## config.mk

```make
export PLATFORM = sky130hd
export DESIGN_NAME = lzwd_front
export DESIGN_NICKNAME = d
export VERILOG_FILES = /design/src/hdl/lzwd_pkg.sv /design/src/hdl/lzwd_front.sv
export SDC_FILE = /design/constraint.sdc
export NUM_CORES = 1
export LEC_CHECK = 0
export ABC_CLOCK_PERIOD_IN_PS = 4590
export BUFFER_PORTS_ARGS = -buffer_cell sky130_fd_sc_hd__buf_2
export CAP_MARGIN = 25
export CORE_MARGIN = 8
export CORE_UTILIZATION = 50
export DETAILED_ROUTE_END_ITERATION = 8
export PLACE_DENSITY_LB_ADDON = 0.1
export RECOVER_POWER = 25
export SYNTH_ARGS = -nofsm -noshare
export SYNTH_HDL_FRONTEND = slang
export SYNTH_SLANG_ARGS = --single-unit
export TNS_END_PERCENT = 50
```

## constraint.sdc

```tcl
create_clock -name clock -period 4.59 [get_ports clock]
set_input_delay 0.459 -clock clock [delete_from_list [all_inputs] [get_ports clock]]
set_output_delay 0.459 -clock clock [all_outputs]
set_load 0.1 [all_outputs]
```

## src/hdl/lzwd_pkg.sv

```systemverilog
`timescale 1ns / 1ps
`default_nettype none

package lzwd_pkg;

   localparam int unsigned CODE_W    = 12;
   localparam int unsigned CHAR_W    = 8;
   localparam int unsigned NUM_ROOTS = 13;

   typedef enum logic {
      OP_ADD    = 1'b0,
      OP_EXPAND = 1'b1
   } op_type;

   typedef enum logic [1:0] {
      ST_OK      = 2'd0,
      ST_FULL    = 2'd1,
      ST_TOOLONG = 2'd2,
      ST_UNDEF   = 2'd3
   } status_type;

   typedef struct packed {
      logic              kind;
      logic [CODE_W-1:0] code;
      logic [CHAR_W-1:0] symbol;
   } req_type;

   typedef struct packed {
      logic [CHAR_W-1:0] out_char;
      logic [CHAR_W-1:0] first_char;
      logic [CODE_W-1:0] new_code;
      status_type        status;
      logic              last;
   } rsp_type;

   // classified command handed from front to back
   typedef struct packed {
      op_type            op;
      logic [CODE_W-1:0] code;
      logic [CHAR_W-1:0] symbol;
   } cmd_type;

   // fixed root alphabet: digits, newline, space, minus
   function automatic logic [CHAR_W-1:0] root_char(input logic [3:0] idx);
      logic [CHAR_W-1:0] ch;
      unique case (idx)
         4'd0, 4'd1, 4'd2, 4'd3, 4'd4,
         4'd5, 4'd6, 4'd7, 4'd8, 4'd9: ch = 8'h30 + {4'h0, idx};
         4'd10:                        ch = 8'h0a;
         4'd11:                        ch = 8'h20;
         4'd12:                        ch = 8'h2d;
         default:                      ch = 8'h00;
      endcase
      return ch;
   endfunction

endpackage

`default_nettype wire

```

## src/hdl/lzwd_front.sv

```systemverilog
`timescale 1ns / 1ps
`default_nettype none

module lzwd_front (
   input  wire logic             clock,
   input  wire logic             reset,
   input  wire logic             start,
   input  lzwd_pkg::req_type     req_data,
   output logic                  busy,
   output logic                  cmd_valid,
   output lzwd_pkg::cmd_type     cmd,
   input  wire logic             cmd_pop
);

   // two-entry command queue
   lzwd_pkg::cmd_type q_ff [2];
   logic              wr_ptr_ff, wr_ptr_in;
   logic              rd_ptr_ff, rd_ptr_in;
   logic [1:0]        count_ff, count_in;
   logic              push;
   logic              pop;
   lzwd_pkg::cmd_type new_cmd;

   assign busy      = (count_ff == 2'd2);
   assign cmd_valid = (count_ff != 2'd0);
   assign cmd       = q_ff[rd_ptr_ff];
   assign push      = start && !busy;
   assign pop       = cmd_pop && cmd_valid;

   always_comb begin
      new_cmd.op     = req_data.kind ? lzwd_pkg::OP_EXPAND : lzwd_pkg::OP_ADD;
      new_cmd.code   = req_data.code;
      new_cmd.symbol = req_data.symbol;
      wr_ptr_in      = push ? ~wr_ptr_ff : wr_ptr_ff;
      rd_ptr_in      = pop  ? ~rd_ptr_ff : rd_ptr_ff;
      count_in       = count_ff + {1'b0, push} - {1'b0, pop};
   end

   always_ff @(posedge clock) begin
      if (reset) begin
         wr_ptr_ff <= 1'b0;
         rd_ptr_ff <= 1'b0;
         count_ff  <= 2'd0;
      end else begin
         wr_ptr_ff <= wr_ptr_in;
         rd_ptr_ff <= rd_ptr_in;
         count_ff  <= count_in;
      end
   end

   always_ff @(posedge clock) begin
      if (push) begin
         q_ff[wr_ptr_ff] <= new_cmd;
      end
   end

endmodule

`default_nettype wire

```

After elaboration in Yosys (flattened, before gate mapping). Memories as Yosys holds them, arrays and structs flattened. A register that Yosys moved wholly into a read port is not among the register bits. Cells that the tools add are included.

Input bits: 25. Bits in registers: 4. Logic and storage cells: 18. RAM bits: 42. Memories: 1. Output and inout port bits: 23.

Memories: q_ff (words 2, width 21, rd ports 1, clocked after memory_dff 1, wr ports 1, RTL line lzwd_front.sv:16) `lzwd_pkg::cmd_type q_ff [2];`.

Mux-type cells: 5. Eq/ne operators: 1. $add $sub $neg: 2. Bitwise operators: 2. Reductions and logical operators: 4.

Operators by type and width (number): 1-bit 2-to-1 mux (5); 2-bit by 1-bit adder with 2-bit output (1); 2-bit equality test (second input constant) (1); 1-bit logical AND (2); 1-bit inverter (2); 2-bit nonzero test (1); 2-bit by 1-bit subtractor with 2-bit output (1); 1-bit logical NOT (1).

Depth between registers and ports, before layout.
Depth after elaboration: 5. Gate-level depth with buffers: 8. Depth with buffers taken out: 8.

Least setup slack after synthesis. OpenSTA, ideal clock, no wires.

Path kind: register to register. From: reg count_ff[0]. To: mem q_ff[0][0] (netlist name), enable pin. Stages on the path, launching flop included: 5. Data arrival time: 1.492 ns. Path slack: 2.722 ns. Library setup time: 0.376 ns. Period minus slack after synthesis: 1.868 ns. Path through: dfxtp_1 > nand2b_2 > inv_2 > or3_1 > inv_1.

Word-level cells in the longest chain between the ends: 5.

RTL lines: from (decl) (RTL line lzwd_front.sv:19) `logic [1:0] count_ff, count_in;`; from (signal assigned) (RTL line lzwd_front.sv:47) `count_ff <= count_in;`; 2-bit equality test (RTL line lzwd_front.sv:24) `assign busy = (count_ff == 2'd2);`; named net busy (RTL line lzwd_front.sv:9) `output logic busy,`; 1-bit logical NOT (RTL line lzwd_front.sv:27) `assign push = start && !busy;`; 1-bit logical AND (RTL line lzwd_front.sv:27); 1-bit 2-to-1 mux (RTL line lzwd_front.sv:52) `if (push) begin`; 1-bit 2-to-1 mux (implied by the code) (RTL line lzwd_front.sv:53) `q_ff[wr_ptr_ff] <= new_cmd;`; to (decl) (RTL line lzwd_front.sv:16).

The timed path passes the listed nets, and every way through them passes these cells.

==> results_dict.tcl <==
set metrics [dict create \
    outcome "complete, no violations" \
    cts_hold_buf 0 \
    cpMaxStageDelayCell "dfxtp_1" \
    finalSetupViolCount 0 \
    synthToLayoutAreaGrowth_pct 20.7 \
    vias_per_cell 4.75 \
    fp-row-count 21 \
    yosysWarnings 0 \
    synth_edf_count 42 \
    hold_path_class "primary input to flip-flop" \
    grt_start_max_net_pins 22 \
    root_buffer "clkbuf_4" \
    worstHoldStart "req_data[10]" \
    fmax_ghz 0.396 \
    core_area_um2 3340 \
    via_count 903 \
    cp_data_required_time_ns 4.13 \
    syn_nets 118 \
    clk_path_buf_depth 2 \
    die_w_um 75.0 \
    finalHoldViolations 0 \
    grt-ovfl-total 0 \
    synth_top_flop_cell "edfxtp_1" \
    max_cap_violations 0 \
    skew_ns 0.00738 \
    worstPathCellList "mux2_2 > buf_2" \
    endpoint_kind "output port" \
    crit_arrival_ns 2.07 \
    clkSlewWorstSetupHoldPaths_ns 0.13 \
    grt_pass1_vias 1086 \
    netlist_area_um2 1740 \
    fin_util_pct 63.1 \
    drive_gt1_share_pct 39.6 \
    cts_tree "built" \
    ys_seq_area_share_pct 78.1 \
    start_util_pct 52.2 \
    placed_cells 182 \
    period_minus_slack_ns 2.53 \
    diodes 0 \
    synthArstFlopShare_pct 0 \
    grt_pass1_wl_mm 4.82 \
    ys_ff_latch 47 \
    pin_count 48 \
    htreeDepth 2 \
    grt.total_usage_pct 11.7 \
    synthCells 91 \
    multiInputGateArea_um2 357 \
    slew_headroom_pct 34.5 \
    fin_setup_tns_ns 0 \
    post-dp-hpwl_mm 2.04 \
    die_y_um 75.0 \
    clock_latency_ns 0.35 \
    portBuffers 47 \
    fin_cells 190 \
    syn-mean-instance-area_um2 19.2 \
    cts_resized 0 \
    post_drt_wl_per_cell_um 15.4 \
    post-cts-setup-buffers 0 \
    nets 170 \
    rsz0062_at_grt "no" \
    firstDrtPassIters 4 \
    cts-buffers-inserted 5 \
    slowest_delay_ns 0.99 \
    drc 0 \
    cts_num_sinks 47 \
    startpoint_type "flip-flop" \
    regArea_um2 1360 \
    ant_nets 0 \
    place.gp.congestion 0.656 \
    layout_common_cells "edfxtp_1, buf_2, mux2_1, clkbuf_1" \
    wirelength_mm 2.93 \
    die_area_um2 5630 \
    regToRegStartpoint "count_ff[0]" \
    criticalPathCategory "flip-flop to output port" \
    critPathMaxFanout 21 \
    synth_cell_types 20 \
    layout_commonest_cell "edfxtp_1" \
    tightest_slew_ns 0.982 \
    layout_worst_path_cycle_share_pct 55.0 \
    dr.first_iter.drc_count 61 \
    drv_slew 0 \
    nFillCells 289 \
    grt_antenna_before_repair 0 \
]
[path summary, 6_finish.rpt]
check                end  slack, ns  depth (start not counted)
min reg2reg    wr_ptr_ff       0.50                          2
max reg2reg  q_ff[0][18]       2.68                          4
min          q_ff[0][10]       0.28                          1
max               cmd[5]       2.06                          2
[kinds of logic (layout without fill, tap and decap cells)]
logic type	after synthesis	count (layout)	share of synthesized area (%)
compound gates	3	3	1.08
xor+xnor	3	3	1.51
fa+ha+maj	2	2	1.44
buf+inv	6	59	1.44
flops	47	47	78.1
mux	21	21	13.6
simple gates	9	9	2.87
[cells in the mapped netlist (all sizes together), types with 2 or more instances]
master | n | share of area [%]
buf | 2 | 0.57
dfxtp | 5 | 5.7
edfxtp | 42 | 72
ha | 2 | 1.4
inv | 4 | 0.86
mux2 | 21 | 14
nor2 | 3 | 0.65
xnor2 | 2 | 1.0
[layout make-up]
cell class / count / area share, %
Inverter: 4 / 0.713
Clock inverter: 2 / 1.66
Tap cell: 46 / 2.73
Timing Repair Buffer: 47 / 10.8
Sequential cell: 47 / 64.7
Clock buffer: 6 / 2.44
Multi-Input combinational cell: 38 / 16.9
[sequential cells by signal, summed over array words and instances, names as in the netlist, named ones only]
signal,flops
wr_ptr_ff,1
rd_ptr_ff,1
count_ff,2
q_ff,42
[stage by stage]
stage                     hold WS (ns)  setup slack (ns)  instance area [um2]
after floorplan                  0.451              2.72                 1740
after global placement           0.465              2.44                 2030
after global routing             0.255              1.90                 2100
final                            0.283              2.06                 2100
after CTS                        0.271              2.01                 2110
after detailed placement         0.482              2.42                 2030
[worst max-delay path, delay by kind of cell (launching register included)]
family	cells	cell delay (ns)
buf+inv	1	0.42
flops	1	0.99
mux	1	0.30
[per-layer routing]
metal / part of all wire (%) / vias up / track usage (%)
met2: 53 / 31 / 21.5
met1: 35 / 422 / 11.1
met5: 0 / - / 0
met3: 9.3 / 5 / 5.19
li1: - / 445 / -
met4: 1.7 / 0 / 4.57
Power is left out: the tool's default activity adds up to more than one toggle a clock period on the data nets, which glitch-free logic cannot reach.
